==> config.mk <==
export PLATFORM = sky130hd
export DESIGN_NAME = thermocouple_temperature_filter
export DESIGN_NICKNAME = d
export VERILOG_FILES = /design/src/design/ttf_pkg.sv /design/src/design/ttf_fifo.sv /design/src/design/ttf_front.sv /design/src/design/ttf_back.sv /design/src/design/thermocouple_temperature_filter.sv
export SDC_FILE = /design/constraint.sdc
export NUM_CORES = 2
export LEC_CHECK = 0
export BUFFER_PORTS_ARGS = -buffer_cell sky130_fd_sc_hd__buf_4
export CORE_MARGIN = 2
export CORE_UTILIZATION = 45
export DETAILED_ROUTE_END_ITERATION = 7
export SLEW_MARGIN = 10
export SYNTH_ARGS = -nofsm -noshare
export SYNTH_HDL_FRONTEND = slang
export SYNTH_SLANG_ARGS = --single-unit
export TNS_END_PERCENT = 20
==> constraint.sdc <==
create_clock -name clk_i -period 8.48 [get_ports clk_i]
set_input_delay 0.848 -clock clk_i [delete_from_list [all_inputs] [get_ports clk_i]]
set_output_delay 0.848 -clock clk_i [all_outputs]
set_load 0.05 [all_outputs]
==> src/design/ttf_pkg.sv <==
// Package for the thermocouple temperature filter.
// Holds the item, result and job types, the fixed widths and the conversion constants.
// No dependencies.
package ttf_pkg;

  localparam int unsigned SAMPLE_W    = 12;
  localparam int unsigned CFG_W       = 13;
  localparam int unsigned TEMP_W      = 16;
  localparam int unsigned ADDR_W      = 3;
  localparam int unsigned DATA_W      = 32;

  localparam int unsigned BURST_LEN   = 10;
  localparam int unsigned BURST_CNT_W = 4;
  localparam int unsigned BURST_SUM_W = 16;
  localparam int unsigned MEAN_SHIFT  = 3;

  localparam int unsigned JOB_DEPTH   = 8;
  localparam int unsigned RES_DEPTH   = 2;

  localparam int unsigned TIP_WINDOW_DEF      = 16;
  localparam int unsigned JUNCTION_WINDOW_DEF = 4;
  localparam int unsigned ADC_FULL_SCALE_DEF  = 4096;

  localparam int unsigned SCALE_MV        = 3300;
  localparam int unsigned SCALED_W        = 24;
  localparam int unsigned JUNCTION_OFFSET = 750 - 250;
  localparam int unsigned JUNCTION_CLAMP  = 400;
  localparam int unsigned SP_REF          = 1000;
  localparam int unsigned SP_REF_TRIM     = 10;
  localparam int unsigned COMP_BASE       = 80;
  localparam int unsigned COMP_DIV        = 3000 / 150;
  localparam int unsigned TIP_GAIN        = 1000;
  localparam int unsigned CJ_GAIN         = 807;

  typedef enum logic {
    REG_CAL_TEMP  = 1'b0,
    REG_SET_POINT = 1'b1
  } reg_idx_e;

  typedef enum logic {
    JOB_QUERY = 1'b0,
    JOB_BURST = 1'b1
  } job_kind_e;

  typedef enum logic [3:0] {
    ST_IDLE,
    ST_SUM,
    ST_AVG,
    ST_SCALE,
    ST_JADC,
    ST_PROD,
    ST_NUM,
    ST_DIV,
    ST_OUT
  } back_state_e;

  typedef struct packed {
    logic                take_reading;
    logic [SAMPLE_W-1:0] tip_sample;
    logic [SAMPLE_W-1:0] junction_sample;
  } item_t;

  typedef struct packed {
    logic [TEMP_W-1:0] temperature;
    logic              fresh;
  } result_t;

  typedef struct packed {
    job_kind_e           kind;
    logic [SAMPLE_W-1:0] tip_mean;
    logic [SAMPLE_W-1:0] cj_mean;
  } job_t;

endpackage

==> src/design/ttf_fifo.sv <==
// Small synchronous queue in flip-flops, used for jobs and for results.
// Depends on nothing; the depth must be a power of two.
module ttf_fifo #(
  parameter int unsigned DW    = 8,
  parameter int unsigned DEPTH = 4
) (
  input  logic          clk_i,
  input  logic          rst_ni,
  input  logic          push_i,
  input  logic [DW-1:0] data_i,
  output logic          full_o,
  input  logic          pop_i,
  output logic [DW-1:0] data_o,
  output logic          empty_o
);

  localparam int unsigned AW = $clog2(DEPTH);
  localparam int unsigned CW = $clog2(DEPTH + 1);

  logic [DW-1:0] mem_q [DEPTH];
  logic [AW-1:0] wr_ptr_q, rd_ptr_q;
  logic [CW-1:0] cnt_q;
  logic          do_push, do_pop;

  assign full_o  = (cnt_q == CW'(DEPTH));
  assign empty_o = (cnt_q == '0);
  assign do_push = push_i & ~full_o;
  assign do_pop  = pop_i & ~empty_o;
  assign data_o  = mem_q[rd_ptr_q];

  always_ff @(posedge clk_i or negedge rst_ni) begin
    if (!rst_ni) begin
      wr_ptr_q <= '0;
      rd_ptr_q <= '0;
      cnt_q    <= '0;
    end else begin
      if (do_push) begin
        wr_ptr_q <= wr_ptr_q + 1'b1;
      end
      if (do_pop) begin
        rd_ptr_q <= rd_ptr_q + 1'b1;
      end
      if (do_push && !do_pop) begin
        cnt_q <= cnt_q + 1'b1;
      end else if (do_pop && !do_push) begin
        cnt_q <= cnt_q - 1'b1;
      end
    end
  end

  always_ff @(posedge clk_i) begin
    if (do_push) begin
      mem_q[wr_ptr_q] <= data_i;
    end
  end

  assert property (@(posedge clk_i) disable iff (!rst_ni) cnt_q <= CW'(DEPTH))
    else $error("Queue count exceeds its depth.");
  assert property (@(posedge clk_i) disable iff (!rst_ni) push_i |-> !full_o)
    else $error("Beat pushed into a full queue.");
  assert property (@(posedge clk_i) disable iff (!rst_ni) pop_i |-> !empty_o)
    else $error("Beat popped from an empty queue.");
  assert property (@(posedge clk_i) disable iff (!rst_ni)
    (do_push && !do_pop) |=> cnt_q == $past(cnt_q) + 1'b1)
    else $error("Queue count did not follow a lone push.");

endmodule

==> src/design/ttf_front.sv <==
// Front end: gathers sample pairs into bursts of ten and issues jobs.
// Depends on ttf_pkg.
module ttf_front (
  input  logic           clk_i,
  input  logic           rst_ni,
  input  logic           accept_i,
  input  ttf_pkg::item_t item_i,
  output ttf_pkg::job_t  job_o,
  output logic           job_push_o
);
  import ttf_pkg::*;

  logic [BURST_CNT_W-1:0] cnt_q, cnt_d;
  logic [BURST_SUM_W-1:0] tip_sum_q, tip_sum_d, cj_sum_q, cj_sum_d;
  logic [SAMPLE_W-1:0]    tip_max_q, tip_max_d, tip_min_q, tip_min_d;
  logic [SAMPLE_W-1:0]    cj_max_q, cj_max_d, cj_min_q, cj_min_d;
  logic [BURST_SUM_W-1:0] tip_trim, cj_trim;
  logic                   first, last, take;

  assign take  = accept_i & item_i.take_reading;
  assign first = (cnt_q == '0);
  assign last  = (cnt_q == BURST_CNT_W'(BURST_LEN - 1));

  always_comb begin
    tip_sum_d = first ? BURST_SUM_W'(item_i.tip_sample)
                      : tip_sum_q + BURST_SUM_W'(item_i.tip_sample);
    cj_sum_d  = first ? BURST_SUM_W'(item_i.junction_sample)
                      : cj_sum_q + BURST_SUM_W'(item_i.junction_sample);
    tip_max_d = (first || item_i.tip_sample > tip_max_q) ? item_i.tip_sample : tip_max_q;
    tip_min_d = (first || item_i.tip_sample < tip_min_q) ? item_i.tip_sample : tip_min_q;
    cj_max_d  = (first || item_i.junction_sample > cj_max_q) ? item_i.junction_sample
                                                            : cj_max_q;
    cj_min_d  = (first || item_i.junction_sample < cj_min_q) ? item_i.junction_sample
                                                            : cj_min_q;
    cnt_d     = last ? '0 : cnt_q + 1'b1;
    tip_trim  = tip_sum_d - BURST_SUM_W'(tip_max_d) - BURST_SUM_W'(tip_min_d);
    cj_trim   = cj_sum_d - BURST_SUM_W'(cj_max_d) - BURST_SUM_W'(cj_min_d);
  end

  always_comb begin
    job_o.kind     = item_i.take_reading ? JOB_BURST : JOB_QUERY;
    job_o.tip_mean = tip_trim[MEAN_SHIFT +: SAMPLE_W];
    job_o.cj_mean  = cj_trim[MEAN_SHIFT +: SAMPLE_W];
    job_push_o     = accept_i & (~item_i.take_reading | last);
  end

  always_ff @(posedge clk_i or negedge rst_ni) begin
    if (!rst_ni) begin
      cnt_q     <= '0;
      tip_sum_q <= '0;
      tip_max_q <= '0;
      tip_min_q <= '0;
      cj_sum_q  <= '0;
      cj_max_q  <= '0;
      cj_min_q  <= '0;
    end else if (take) begin
      cnt_q     <= cnt_d;
      tip_sum_q <= tip_sum_d;
      tip_max_q <= tip_max_d;
      tip_min_q <= tip_min_d;
      cj_sum_q  <= cj_sum_d;
      cj_max_q  <= cj_max_d;
      cj_min_q  <= cj_min_d;
    end
  end

  assert property (@(posedge clk_i) disable iff (!rst_ni)
    cnt_q <= BURST_CNT_W'(BURST_LEN - 1))
    else $error("Burst count ran past the burst length.");
  assert property (@(posedge clk_i) disable iff (!rst_ni)
    (take && last) |=> cnt_q == '0)
    else $error("Burst count did not restart after the tenth pair.");
  assert property (@(posedge clk_i) disable iff (!rst_ni)
    (accept_i && !item_i.take_reading) |=> $stable(cnt_q) && $stable(tip_sum_q))
    else $error("A query disturbed the burst in progress.");

endmodule

==> src/design/ttf_back.sv <==
// Back end: moving averages, junction conversion, offset compensation and the final scaling.
// Depends on ttf_pkg; takes jobs from the job queue and pushes results to the result queue.
module ttf_back #(
  parameter int unsigned TIP_WINDOW      = ttf_pkg::TIP_WINDOW_DEF,
  parameter int unsigned JUNCTION_WINDOW = ttf_pkg::JUNCTION_WINDOW_DEF,
  parameter int unsigned ADC_FULL_SCALE  = ttf_pkg::ADC_FULL_SCALE_DEF
) (
  input  logic                      clk_i,
  input  logic                      rst_ni,
  input  ttf_pkg::job_t             job_i,
  input  logic                      job_valid_i,
  output logic                      job_pop_o,
  input  logic [ttf_pkg::CFG_W-1:0] cal_temp_i,
  input  logic [ttf_pkg::CFG_W-1:0] set_point_i,
  output ttf_pkg::result_t          res_o,
  output logic                      res_push_o,
  input  logic                      res_full_i
);
  import ttf_pkg::*;

  localparam int unsigned TIP_AW    = $clog2(TIP_WINDOW);
  localparam int unsigned TIP_SUM_W = SAMPLE_W + TIP_AW;
  localparam int unsigned TIP_K     = TIP_SUM_W + TIP_AW;
  localparam longint unsigned TIP_M =
    ((64'd1 << TIP_K) + TIP_WINDOW - 1) / TIP_WINDOW;
  localparam int unsigned TIP_PW    = 2 * TIP_SUM_W + 2;

  localparam int unsigned CJ_AW     = $clog2(JUNCTION_WINDOW);
  localparam int unsigned CJ_SUM_W  = SAMPLE_W + CJ_AW;
  localparam int unsigned CJ_K      = CJ_SUM_W + CJ_AW;
  localparam longint unsigned CJ_M  =
    ((64'd1 << CJ_K) + JUNCTION_WINDOW - 1) / JUNCTION_WINDOW;
  localparam int unsigned CJ_PW     = 2 * CJ_SUM_W + 2;

  localparam int unsigned ADC_AW    = $clog2(ADC_FULL_SCALE);
  localparam int unsigned ADC_K     = SCALED_W + ADC_AW;
  localparam longint unsigned ADC_M =
    ((64'd1 << ADC_K) + ADC_FULL_SCALE - 1) / ADC_FULL_SCALE;
  localparam int unsigned ADC_PW    = 2 * SCALED_W + 2;
  localparam int unsigned DEG_W     = SCALED_W + 1 - ADC_AW;
  localparam int unsigned DEG_X_W   = (DEG_W > 11) ? DEG_W + 1 : 12;
  localparam int unsigned CJV_W     = 11;

  localparam int unsigned COMP_AW   = $clog2(COMP_DIV);
  localparam int unsigned COMP_K    = CFG_W + COMP_AW;
  localparam longint unsigned COMP_M = ((64'd1 << COMP_K) + COMP_DIV - 1) / COMP_DIV;
  localparam int unsigned COMP_PW   = 2 * CFG_W + 2;
  localparam int unsigned COMP_Q_W  = CFG_W + 1 - COMP_AW;
  localparam int unsigned COMP_W    = COMP_Q_W + 2;
  localparam int unsigned LIM_W     = CFG_W + 2;
  localparam int unsigned DIFF_W    = CFG_W + 1;

  localparam int unsigned NUM_W     = 25;
  localparam int unsigned MAG_W     = NUM_W - 1;
  localparam int unsigned DIV_AW    = $clog2(CJ_GAIN);
  localparam int unsigned DIV_K     = MAG_W + DIV_AW;
  localparam longint unsigned DIV_M = ((64'd1 << DIV_K) + CJ_GAIN - 1) / CJ_GAIN;
  localparam int unsigned DIV_PW    = 2 * MAG_W + 2;
  localparam int unsigned Q_W       = MAG_W + 1 - DIV_AW;

  back_state_e state_q, state_d;
  logic        hist_we;

  logic [SAMPLE_W-1:0] tip_mem_q [TIP_WINDOW];
  logic [SAMPLE_W-1:0] cj_mem_q [JUNCTION_WINDOW];
  logic [TIP_WINDOW-1:0]      tip_vld_q;
  logic [JUNCTION_WINDOW-1:0] cj_vld_q;
  logic [TIP_AW-1:0]          tip_slot_q;
  logic [CJ_AW-1:0]           cj_slot_q;
  logic [SAMPLE_W-1:0]        tip_old_q, cj_old_q, tip_new_q, cj_new_q;
  logic                       tip_old_vld_q, cj_old_vld_q;
  logic [TIP_SUM_W-1:0]       tip_sum_q, tip_sum_d;
  logic [CJ_SUM_W-1:0]        cj_sum_q, cj_sum_d;
  logic [TEMP_W-1:0]          last_q, temp_out;

  logic [TIP_PW-1:0]   tip_prod;
  logic [CJ_PW-1:0]    cj_prod;
  logic [ADC_PW-1:0]   adc_prod;
  logic [COMP_PW-1:0]  comp_prod;
  logic [DIV_PW-1:0]   div_prod;
  logic [CFG_W-1:0]    sp_mag;
  logic [COMP_Q_W-1:0] cq_q;
  logic                sp_neg_q;
  logic signed [COMP_W-1:0] comp_q, comp_d;
  logic [SAMPLE_W-1:0] tip_avg_q, cj_avg_q, tip_adj_q;
  logic [SCALED_W-1:0] cj_scaled_q;
  logic [DEG_W-1:0]    cj_deg_q;
  logic signed [LIM_W-1:0]  tip_s, comp_s, cal_s, lim_s, adj_s;
  logic [DEG_X_W-1:0]       deg_x;
  logic signed [DEG_X_W-1:0] deg_off;
  logic signed [CJV_W-1:0]  cj_val;
  logic signed [DIFF_W-1:0] diff;
  logic signed [NUM_W-1:0]  p_tip_q, p_cj_q, num;
  logic                     neg_q;
  logic [MAG_W-1:0]         mag_q;
  logic [Q_W-1:0]           q_q;
  logic [TEMP_W-1:0]        q_ext;

  always_comb begin
    state_d = state_q;
    unique case (state_q)
      ST_IDLE: begin
        if (job_valid_i && job_i.kind == JOB_BURST) begin
          state_d = ST_SUM;
        end
      end
      ST_SUM:   state_d = ST_AVG;
      ST_AVG:   state_d = ST_SCALE;
      ST_SCALE: state_d = ST_JADC;
      ST_JADC:  state_d = ST_PROD;
      ST_PROD:  state_d = ST_NUM;
      ST_NUM:   state_d = ST_DIV;
      ST_DIV:   state_d = ST_OUT;
      ST_OUT: begin
        if (!res_full_i) begin
          state_d = ST_IDLE;
        end
      end
      default:  state_d = ST_IDLE;
    endcase
  end

  always_comb begin
    job_pop_o   = 1'b0;
    res_push_o  = 1'b0;
    hist_we     = 1'b0;
    res_o.temperature = last_q;
    res_o.fresh       = 1'b0;
    unique case (state_q)
      ST_IDLE: begin
        if (job_valid_i) begin
          if (job_i.kind == JOB_BURST) begin
            job_pop_o = 1'b1;
            hist_we   = 1'b1;
          end else if (!res_full_i) begin
            job_pop_o  = 1'b1;
            res_push_o = 1'b1;
          end
        end
      end
      ST_OUT: begin
        res_push_o        = ~res_full_i;
        res_o.temperature = temp_out;
        res_o.fresh       = 1'b1;
      end
      default: begin
        job_pop_o = 1'b0;
      end
    endcase
  end

  always_comb begin
    tip_sum_d = tip_sum_q - (tip_old_vld_q ? TIP_SUM_W'(tip_old_q) : '0)
              + TIP_SUM_W'(tip_new_q);
    cj_sum_d  = cj_sum_q - (cj_old_vld_q ? CJ_SUM_W'(cj_old_q) : '0)
              + CJ_SUM_W'(cj_new_q);
    sp_mag    = (set_point_i >= CFG_W'(SP_REF)) ? set_point_i - CFG_W'(SP_REF)
                                                 : CFG_W'(SP_REF) - set_point_i;
    comp_prod = COMP_PW'(sp_mag) * COMP_PW'(COMP_M);
    tip_prod  = TIP_PW'(tip_sum_q) * TIP_PW'(TIP_M);
    cj_prod   = CJ_PW'(cj_sum_q) * CJ_PW'(CJ_M);
    adc_prod  = ADC_PW'(cj_scaled_q) * ADC_PW'(ADC_M);
    div_prod  = DIV_PW'(mag_q) * DIV_PW'(DIV_M);

    comp_d = sp_neg_q ? COMP_W'(COMP_BASE) - $signed(COMP_W'(cq_q))
                      : COMP_W'(COMP_BASE) + $signed(COMP_W'(cq_q));
    if (set_point_i == CFG_W'(SP_REF)) begin
      comp_d = comp_d - COMP_W'(SP_REF_TRIM);
    end

    tip_s  = $signed(LIM_W'(tip_avg_q));
    comp_s = LIM_W'(comp_q);
    cal_s  = $signed(LIM_W'(cal_temp_i));
    lim_s  = comp_s + cal_s;
    adj_s  = ((set_point_i != '0) && (tip_s > lim_s)) ? tip_s - comp_s : tip_s;

    deg_x   = DEG_X_W'(cj_deg_q);
    deg_off = $signed(deg_x) - $signed(DEG_X_W'(JUNCTION_OFFSET));
    cj_val  = (deg_x > DEG_X_W'(JUNCTION_CLAMP + JUNCTION_OFFSET))
            ? CJV_W'(JUNCTION_CLAMP) : deg_off[CJV_W-1:0];
    diff    = $signed(DIFF_W'(tip_adj_q)) - $signed(DIFF_W'(cal_temp_i));

    num   = p_tip_q + p_cj_q;
    q_ext = TEMP_W'(q_q);
    temp_out = neg_q ? TEMP_W'(0) - q_ext : q_ext;
  end

  always_ff @(posedge clk_i or negedge rst_ni) begin
    if (!rst_ni) begin
      state_q    <= ST_IDLE;
      tip_vld_q  <= '0;
      cj_vld_q   <= '0;
      tip_slot_q <= '0;
      cj_slot_q  <= '0;
      tip_sum_q  <= '0;
      cj_sum_q   <= '0;
      last_q     <= '0;
    end else begin
      state_q <= state_d;
      if (hist_we) begin
        tip_vld_q[tip_slot_q] <= 1'b1;
        cj_vld_q[cj_slot_q]   <= 1'b1;
        tip_slot_q <= (tip_slot_q == TIP_AW'(TIP_WINDOW - 1)) ? '0 : tip_slot_q + 1'b1;
        cj_slot_q  <= (cj_slot_q == CJ_AW'(JUNCTION_WINDOW - 1)) ? '0 : cj_slot_q + 1'b1;
      end
      if (state_q == ST_SUM) begin
        tip_sum_q <= tip_sum_d;
        cj_sum_q  <= cj_sum_d;
      end
      if (state_q == ST_OUT && !res_full_i) begin
        last_q <= temp_out;
      end
    end
  end

  always_ff @(posedge clk_i) begin
    if (hist_we) begin
      tip_mem_q[tip_slot_q] <= job_i.tip_mean;
      cj_mem_q[cj_slot_q]   <= job_i.cj_mean;
      tip_old_q     <= tip_mem_q[tip_slot_q];
      cj_old_q      <= cj_mem_q[cj_slot_q];
      tip_old_vld_q <= tip_vld_q[tip_slot_q];
      cj_old_vld_q  <= cj_vld_q[cj_slot_q];
      tip_new_q     <= job_i.tip_mean;
      cj_new_q      <= job_i.cj_mean;
    end
  end

  always_ff @(posedge clk_i) begin
    if (state_q == ST_SUM) begin
      cq_q     <= comp_prod[COMP_K +: COMP_Q_W];
      sp_neg_q <= (set_point_i < CFG_W'(SP_REF));
    end
    if (state_q == ST_AVG) begin
      tip_avg_q <= tip_prod[TIP_K +: SAMPLE_W];
      cj_avg_q  <= cj_prod[CJ_K +: SAMPLE_W];
      comp_q    <= comp_d;
    end
    if (state_q == ST_SCALE) begin
      cj_scaled_q <= SCALED_W'(cj_avg_q) * SCALED_W'(SCALE_MV);
      tip_adj_q   <= adj_s[SAMPLE_W-1:0];
    end
    if (state_q == ST_JADC) begin
      cj_deg_q <= adc_prod[ADC_K +: DEG_W];
    end
    if (state_q == ST_PROD) begin
      p_tip_q <= NUM_W'(diff) * $signed(NUM_W'(TIP_GAIN));
      p_cj_q  <= NUM_W'(cj_val) * $signed(NUM_W'(CJ_GAIN));
    end
    if (state_q == ST_NUM) begin
      neg_q <= num[NUM_W-1];
      mag_q <= num[NUM_W-1] ? MAG_W'(-num) : MAG_W'(num);
    end
    if (state_q == ST_DIV) begin
      q_q <= div_prod[DIV_K +: Q_W];
    end
  end

  assert property (@(posedge clk_i) disable iff (!rst_ni) res_push_o |-> !res_full_i)
    else $error("Result beat pushed while the result queue is full.");
  assert property (@(posedge clk_i) disable iff (!rst_ni)
    job_pop_o |-> job_valid_i && state_q == ST_IDLE)
    else $error("Job taken outside the idle state.");
  assert property (@(posedge clk_i) disable iff (!rst_ni) hist_we |=> state_q == ST_SUM)
    else $error("Burst job did not start the averaging sequence.");
  assert property (@(posedge clk_i) disable iff (!rst_ni)
    (state_q == ST_OUT && !res_full_i) |=> state_q == ST_IDLE && last_q == $past(temp_out))
    else $error("Fresh temperature was not kept as the last value.");

endmodule

==> src/design/thermocouple_temperature_filter.sv <==
// Top level of the thermocouple temperature filter: configuration registers and queues.
// Depends on ttf_pkg, ttf_fifo, ttf_front and ttf_back.
//
// Input items enter through push/full and results leave through empty/pop; both sides behave
// as queues. A reading adds a tip and junction sample pair to the current burst of ten; only
// the tenth pair of a burst gives a result (fresh set). A query gives the last temperature
// with fresh clear, ordered behind any burst result still being worked out.
// The front end accepts one item per cycle unless full; its jobs go to an eight-entry queue.
// The back end answers a query from its idle state; a burst end passes through the states
// sum, avg, scale, jadc, prod, num, div and out for the
// averaging, junction conversion and scaling steps, and takes no new job until idle again.
// With up to seven queries between bursts the input is never held off.
// When the receiver stops popping, the two-entry result queue fills, the back end waits and
// then the job queue fills and full rises; nothing is lost.
// Reset clears the bursts, both averaging windows (through per-entry valid bits, so there is
// no clearing pass), the last temperature and both registers. The user must write, over APB,
// cal_temp 0x0, set_point 0x4 only while the block is idle (unchecked); pready is tied high.
module thermocouple_temperature_filter #(
  parameter int unsigned TIP_WINDOW      = ttf_pkg::TIP_WINDOW_DEF,
  parameter int unsigned JUNCTION_WINDOW = ttf_pkg::JUNCTION_WINDOW_DEF,
  parameter int unsigned ADC_FULL_SCALE  = ttf_pkg::ADC_FULL_SCALE_DEF
) (
  input  logic                       clk_i,
  input  logic                       rst_ni,
  input  logic                       push,
  output logic                       full,
  input  ttf_pkg::item_t             item_i,
  output logic                       empty,
  input  logic                       pop,
  output ttf_pkg::result_t           result_o,
  input  logic                       psel,
  input  logic                       penable,
  input  logic                       pwrite,
  input  logic [ttf_pkg::ADDR_W-1:0] paddr,
  input  logic [ttf_pkg::DATA_W-1:0] pwdata,
  output logic [ttf_pkg::DATA_W-1:0] prdata,
  output logic                       pready
);
  import ttf_pkg::*;

  localparam int unsigned JOB_W = $bits(job_t);
  localparam int unsigned RES_W = $bits(result_t);

  logic [CFG_W-1:0] cal_q, sp_q;
  logic             cfg_we, accept;
  reg_idx_e         reg_idx;

  job_t             job_in, job_out;
  logic [JOB_W-1:0] job_vec;
  logic             job_push, job_full, job_empty, job_pop;
  result_t          res_in;
  logic [RES_W-1:0] res_vec;
  logic             res_push, res_full;

  assign pready  = 1'b1;
  assign cfg_we  = psel & penable & pwrite & pready;
  assign reg_idx = reg_idx_e'(paddr[2]);
  assign accept  = push & ~full;
  assign full    = job_full;

  always_comb begin
    unique case (reg_idx)
      REG_CAL_TEMP:  prdata = DATA_W'(cal_q);
      REG_SET_POINT: prdata = DATA_W'(sp_q);
    endcase
  end

  always_ff @(posedge clk_i or negedge rst_ni) begin
    if (!rst_ni) begin
      cal_q <= '0;
      sp_q  <= '0;
    end else if (cfg_we) begin
      unique case (reg_idx)
        REG_CAL_TEMP:  cal_q <= pwdata[CFG_W-1:0];
        REG_SET_POINT: sp_q  <= pwdata[CFG_W-1:0];
      endcase
    end
  end

  ttf_front u_front (
    .clk_i      (clk_i),
    .rst_ni     (rst_ni),
    .accept_i   (accept),
    .item_i     (item_i),
    .job_o      (job_in),
    .job_push_o (job_push)
  );

  ttf_fifo #(
    .DW    (JOB_W),
    .DEPTH (JOB_DEPTH)
  ) u_job_fifo (
    .clk_i   (clk_i),
    .rst_ni  (rst_ni),
    .push_i  (job_push),
    .data_i  (job_in),
    .full_o  (job_full),
    .pop_i   (job_pop),
    .data_o  (job_vec),
    .empty_o (job_empty)
  );

  assign job_out = job_t'(job_vec);

  ttf_back #(
    .TIP_WINDOW      (TIP_WINDOW),
    .JUNCTION_WINDOW (JUNCTION_WINDOW),
    .ADC_FULL_SCALE  (ADC_FULL_SCALE)
  ) u_back (
    .clk_i       (clk_i),
    .rst_ni      (rst_ni),
    .job_i       (job_out),
    .job_valid_i (~job_empty),
    .job_pop_o   (job_pop),
    .cal_temp_i  (cal_q),
    .set_point_i (sp_q),
    .res_o       (res_in),
    .res_push_o  (res_push),
    .res_full_i  (res_full)
  );

  ttf_fifo #(
    .DW    (RES_W),
    .DEPTH (RES_DEPTH)
  ) u_res_fifo (
    .clk_i   (clk_i),
    .rst_ni  (rst_ni),
    .push_i  (res_push),
    .data_i  (res_in),
    .full_o  (res_full),
    .pop_i   (pop & ~empty),
    .data_o  (res_vec),
    .empty_o (empty)
  );

  assign result_o = result_t'(res_vec);

endmodule
## Yosys cells after proc, flatten, opt, wreduce, memory -nomap -nowiden

Memories as Yosys holds them, arrays and structs flattened. A register that Yosys moved wholly into a read port is not among the register bits.
Index checks and enable logic that the tools add are counted.

| word-level totals | value |
|---|---|
| RAM bits | 474 |
| input port bits | 67 |
| memories kept | 4 |
| output and inout bits | 52 |
| word-level logic and storage cells | 209 |
| register bits after elaboration | 404 |

| operators by class | value |
|---|---|
| order comparisons | 12 |
| multiplexer cells | 52 |
| $mul | 5 |
| equality and inequality tests | 16 |
| bitwise gates (word level) | 19 |
| reductions and logical operators | 28 |
| $add $sub $neg | 33 |

Memories:

| name | depth | bits a word | rd ports | clocked after memory_dff | write ports | line | text |
|---|---|---|---|---|---|---|---|
| u_job_fifo.mem_q | 8 | 25 | 1 | 0 | 1 | ttf_fifo.sv:20 | `logic [DW-1:0] mem_q [DEPTH];` |
| u_back.tip_mem_q | 16 | 12 | 1 | 1 | 1 | ttf_back.sv:64 | `logic [SAMPLE_W-1:0] tip_mem_q [TIP_WINDOW];` |
| u_back.cj_mem_q | 4 | 12 | 1 | 1 | 1 | ttf_back.sv:65 | `logic [SAMPLE_W-1:0] cj_mem_q [JUNCTION_WINDOW];` |
| u_res_fifo.mem_q | 2 | 17 | 1 | 0 | 1 | ttf_fifo.sv:20 |  |

Operator list:

| operator | number |
|---|---|
| $mux 12 | 7 |
| $pmux 32 s2 | 1 |
| $sub 15x12->15 | 4 |
| $add 16x12->16 | 3 |
| $mul 24x24->48 const B | 1 |
| $mux 16 | 3 |
| $pmux 4 s9 | 1 |
| $mux 11 | 3 |
| $add 25x25->25 | 1 |
| $mul 13x12->25 const B | 1 |
| $gt 12x12->1 | 2 |
| $lt 12x12->1 | 2 |
| $mux 24 | 1 |
| $mux 4 | 6 |
| $neg 24->24 | 1 |
| $mul 11x11->22 const B | 1 |
| $mul 12x10->22 const B | 1 |
| $mul 14x8->22 const B | 1 |
| $mux 1 | 20 |
| $mux 17 | 1 |
| $eq 4x3->1 const B | 4 |
| $eq 4x4->1 const B | 4 |
| $or 16x16->16 | 1 |
| $sub 1x15->16 const A | 1 |
| 51 further kinds | 94 |

## Logic depth before layout (Yosys ltp)

| depth | value |
|---|---|
| word-level depth | 10 |
| depth in mapped cells | 30 |
| mapped depth without buffers | 30 |

## Hierarchy

From an unflattened synthesis, not the netlist that was laid out.

| unflattened totals | value |
|---|---|
| cell total of the unflattened synthesis | 5,193 |
| area total of the unflattened synthesis | 63,420.8 um^2 |

Modules (own cells, without submodules):

| module | sequential area each (um^2) | instances | cells each | area each (um^2) |
|---|---|---|---|---|
| ttf_back | 15,564.9 | 1 | 3,845 | 44,679.1 |
| ttf_fifo (u_job_fifo) | 6,256.0 | 1 | 354 | 8,354.3 |
| ttf_front | 2,052.0 | 1 | 827 | 7,552.2 |
| ttf_fifo (u_res_fifo) | 1,121.1 | 1 | 72 | 1,473.9 |
| thermocouple_temperature_filter | 650.6 | 1 | 95 | 1,361.3 |

## Worst setup path before layout

OpenSTA, ideal clock, no wires.

| path | value |
|---|---|
| path type | flip-flop to flip-flop |
| start point | register sp_q[10] |
| end point | register u_back.cq_q[8], data pin |
| slack | 1,364 ps |
| data arrival time | 6,850 ps |
| library setup time | 266 ps |
| data required time | 8,214 ps |
| path buffers | 1 |
| cell stages (with the launch flop) | 26 |
| period minus slack after synthesis | 7,116 ps |
| cells stage by stage | dfrtp_1 > or3_1 > nor3_1 > nand3_1 > nand2_1 > clkbuf_1 > nor2_1 > a22oi_1 > xor2_1 > ha_1 > inv_1 > fa_1 > inv_1 > fa_1 > fa_1 > inv_1 > fa_1 > inv_1 > ha_1 > a2111oi_0 > a311oi_1 > o31ai_1 > a221oi_1 > o31a_1 > o41ai_1 > xnor2_1 |

| on the way | value |
|---|---|
| longest elaborated chain between the ends | 3 |
| elaborated cells on any way between the ends | 5 |
| classes of those cells | 2 x add/sub; 1 x mul; 1 x order compare; 1 x mux |

Ends and longest elaborated chain:

| item | line | text |
|---|---|---|
| start: declaration | thermocouple_temperature_filter.sv:44 | `logic [CFG_W-1:0] cal_q, sp_q;` |
| start signal: assignment | thermocouple_temperature_filter.sv:75 | `REG_SET_POINT: sp_q <= pwdata[CFG_W-1:0];` |
| $sub 10x13->13, or another cell as far along | ttf_back.sv:158 | `: CFG_W'(SP_REF) - set_point_i;` |
| $mux 13 * | ttf_back.sv:157 | `sp_mag = (set_point_i >= CFG_W'(SP_REF)) ? set_point_i - CFG_W'(SP_REF)` |
| $mul 13x12->25 * | ttf_back.sv:159 | `comp_prod = COMP_PW'(sp_mag) * COMP_PW'(COMP_M);` |
| via u_back.comp_prod[26] | ttf_back.sv:79 | `logic [COMP_PW-1:0] comp_prod;` |
| end signal: assignment | ttf_back.sv:231 | `cq_q <= comp_prod[COMP_K +: COMP_Q_W];` |
| end: declaration | ttf_back.sv:82 | `logic [COMP_Q_W-1:0] cq_q;` |

Mark *: on every way through the listed nets, which the timed path passes. The rest lies on a longest branch.
A chain may end at the register's enable or synchronous reset.

## Worst setup path in the final report

| path | value |
|---|---|
| start point | register u_back.mag_q[13] |
| end point | register u_back.q_q[14], data pin |

| on the way | value |
|---|---|
| longest elaborated chain between the ends | 1 |

Ends and longest elaborated chain:

| item | line | text |
|---|---|---|
| start: declaration | ttf_back.sv:95 | `logic [MAG_W-1:0] mag_q;` |
| start signal: assignment | ttf_back.sv:252 | `mag_q <= num[NUM_W-1] ? MAG_W'(-num) : MAG_W'(num);` |
| $mul 24x24->48 | ttf_back.sv:163 | `div_prod = DIV_PW'(mag_q) * DIV_PW'(DIV_M);` |
| via u_back.div_prod[48] | ttf_back.sv:80 | `logic [DIV_PW-1:0] div_prod;` |
| end signal: assignment | ttf_back.sv:255 | `q_q <= div_prod[DIV_K +: Q_W];` |
| end: declaration | ttf_back.sv:96 | `logic [Q_W-1:0] q_q;` |

The timed path passes the listed nets, and every way through them passes these cells.

==> metrics.txt <==
Final Skew 0.0521 ns; Setup CP Type flop to flop; mux contribution to synthesized area 8.20%; Final HPWL DP 94.1 mm; Initial DRT Pass Iterations 5; RSZ-0062 raised after global routing false; I/O pin cnt 119; main area contributors after synthesis edfxtp_1 33%, ha_1 15%, fa_1 13%; fill cell count 12,000; Max Freq 0.128 GHz; gr ovfl total 0; CTS tree done; Clock Sinks 887; vias post-DR 36,500; post-route ant nets 0; met3 wire length 3.68 mm; Avg WL per Cell 17.7 um; Synth Area in Compound Gates 6.30%; adder-cell share of the synthesized area 28.4%; worst slew pin tran 1.24 ns; # diodes 0; H-tree depth 3; vias in the first global route 38,100; Max Cap Viol 0; NumNets Final 6,434; pins over their slew limit 0; starting DRC count in detailed routing 1,861; footprint of the multi-input gates 33,000 um^2; Main synth FF type edfxtp_1; Hold Path Class input port to asynchronous set/reset pin; WL met2 62.5 mm; share of the synthesized area in the top cell type 33.2%; Syn Inst Count 5,052; XOR/XNOR share of the synthesized area 3.86%; clock-pin transition on the worst setup and hold timing paths 0.06 ns; area of the mapped netlist 62,400 um^2; Unique masters post-synth 81; #FFs+latches synth 887; Post-synth EDFFs 689; setup_tns 0 ns; main combinational cell family by area after synthesis adder cells; mean post-synth cell area 12.3 um^2; layout cells sized above 1 12.4%; Starting Density 45.4%; post_cts resized 0; most frequent cell after synthesis inv_1; first-pass GRT wire length 206 mm; Worst setup EP type flop; final hold vios 0; Final Cycle Share 92.3%; DRT Wirelength 125 mm; largest net degree at the start of global routing 114; routed vias/inst 5.16; Worst EP required 8.88 ns; final core utilization 50.0%; post-synthesis simple-gate area fraction 5.85%; P&R area growth vs syn 10.3%; PortBufs 77; status finished clean; placer congestion estimate 0.859; CTS buffer count 97; synth cell count leaders 912 x inv_1, 757 x ha_1, 689 x edfxtp_1, 411 x fa_1, 231 x nand2_1; Seq/Total Area, Yosys 41.1%; cell accounting for the most synthesized area edfxtp_1; Crit path arrival time 8.23 ns; total track usage 18.3%; CP startpoint kind flop; Synth warnings 0; Worst slew margin 16.8%; initial antenna violation count 0; top layer in use met4; Die ar. 142,000 um^2; min Tclk post-route 7.82 ns; row count 136; Post-synth ARST share 22.3%; FF+latch area 25,700 um^2; Max Root-Sink Buffers 3; die height 376 um; core footprint 137,000 um^2; final setup vio count 0; Clock Latency Late Sink 0.69 ns; M1 WL 57.0 mm; Post-CTS Hold Buffers 0; post-CTS setup buffer count 0; hold_ws 0.138 ns; Clock Tree Root clkbuf_16; crit path max fanout 7; chip width 376 um; residual DRC count 0
[registers in the layout (all words and copies together), names as in the netlist, 22 cells and up]
name,cells
u_job_fifo.mem_q,200
u_back.tip_mem_q,192
u_back.p_tip_q,22
u_back.mag_q,24
u_back.p_cj_q,22
u_res_fifo.mem_q,34
u_back.cj_mem_q,48
[worst max-delay path, cell delays in order (launching register included)]
cell and delay, ns:
edfxtp_1 0.62, inv_1 0.25, fa_1 0.57, inv_1 0.05, fa_1 0.49, inv_1 0.05
fa_1 0.47, inv_1 0.05, fa_1 0.50, inv_1 0.05, fa_1 0.47, inv_1 0.05
fa_1 0.52, inv_1 0.05, fa_1 0.52, inv_1 0.04, ha_1 0.26, inv_1 0.03
a2111oi_0 0.40, nand2_1 0.11, a31oi_1 0.47, o31ai_1 0.22, a21o_1 0.24, o31ai_1 0.52
a21oi_1 0.14, a211oi_1 0.27, xnor2_1 0.09
[cell families after synthesis]
kind of cell | Yosys count
other cells | 2
xor+xnor | 274
mux | 332
fa+ha+maj | 1168
buf+inv | 1024
simple gates | 749
flops | 887
compound gates | 616
[path summary, 6_finish.rpt]
| check | from | end | slack [ns] | cells after the start |
|---|---|---|---|---|
| worst max-delay path | u_back.mag_q[13] | u_back.q_q[14] | 0.66 | 26 |
| worst min-delay path | rst_ni | u_back.tip_vld_q[6] | 0.14 | 1 |
| worst max register to register | u_back.mag_q[13] | u_back.q_q[14] | 0.66 | 26 |
| worst min register to register | u_back.cj_scaled_q[19] | u_back.cj_deg_q[7] | 0.41 | 0 |
| max in group asynchronous | rst_ni | u_job_fifo.rd_ptr_q[0] | 7.16 | 2 |
| min in group clk_i | pwdata[2] | sp_q[2] | 0.40 | 2 |
[cell usage in the layout, fill, tap and decap left out, types with 29 or more instances in the layout]
cell	instances
edfxtp_1	689
nor3_1	61
and2_1	39
and3_1	29
inv_1	912
dfrtp_1	194
nand3_1	49
a21oi_1	164
xnor2_1	172
clkbuf_16	98
a21o_1	67
mux2_2	148
o21ai_0	174
nor2b_1	32
fa_1	411
mux4_2	128
xor2_1	100
buf_4	137
nand2b_1	40
nand2_1	230
mux2i_1	54
nor2_1	136
ha_1	757
[routing by layer]
metal | GRT usage [%] | vias up
met1 | 24.7 | 18200
met4 | 4.43 | 0
met2 | 31.7 | 430
li1 | - | 17700
met3 | 1.88 | 137
met5 | 0 | -
[area by class of cell]
class	instances	share of cell area, %
multi-input combinational	3161	48.0
clock buffer	122	3.76
tap	1794	3.26
sequential	887	37.3
clock inverter	59	1.14
inverter	913	4.98
timing repair buffer	139	1.55
[through the flow]
stage	instance area, um^2	setup WS, ns	instances
after global routing	68800	0.0638	7075
after CTS	68800	0.373	7075
after detailed placement	65400	0.416	6894
after global placement	65400	0.603	6894
final	68800	0.655	7075
after floorplan	62400	1.36	5072
Power is not shown: default switching activity piles up to over one toggle a cycle in this logic, so the estimate is an artifact.
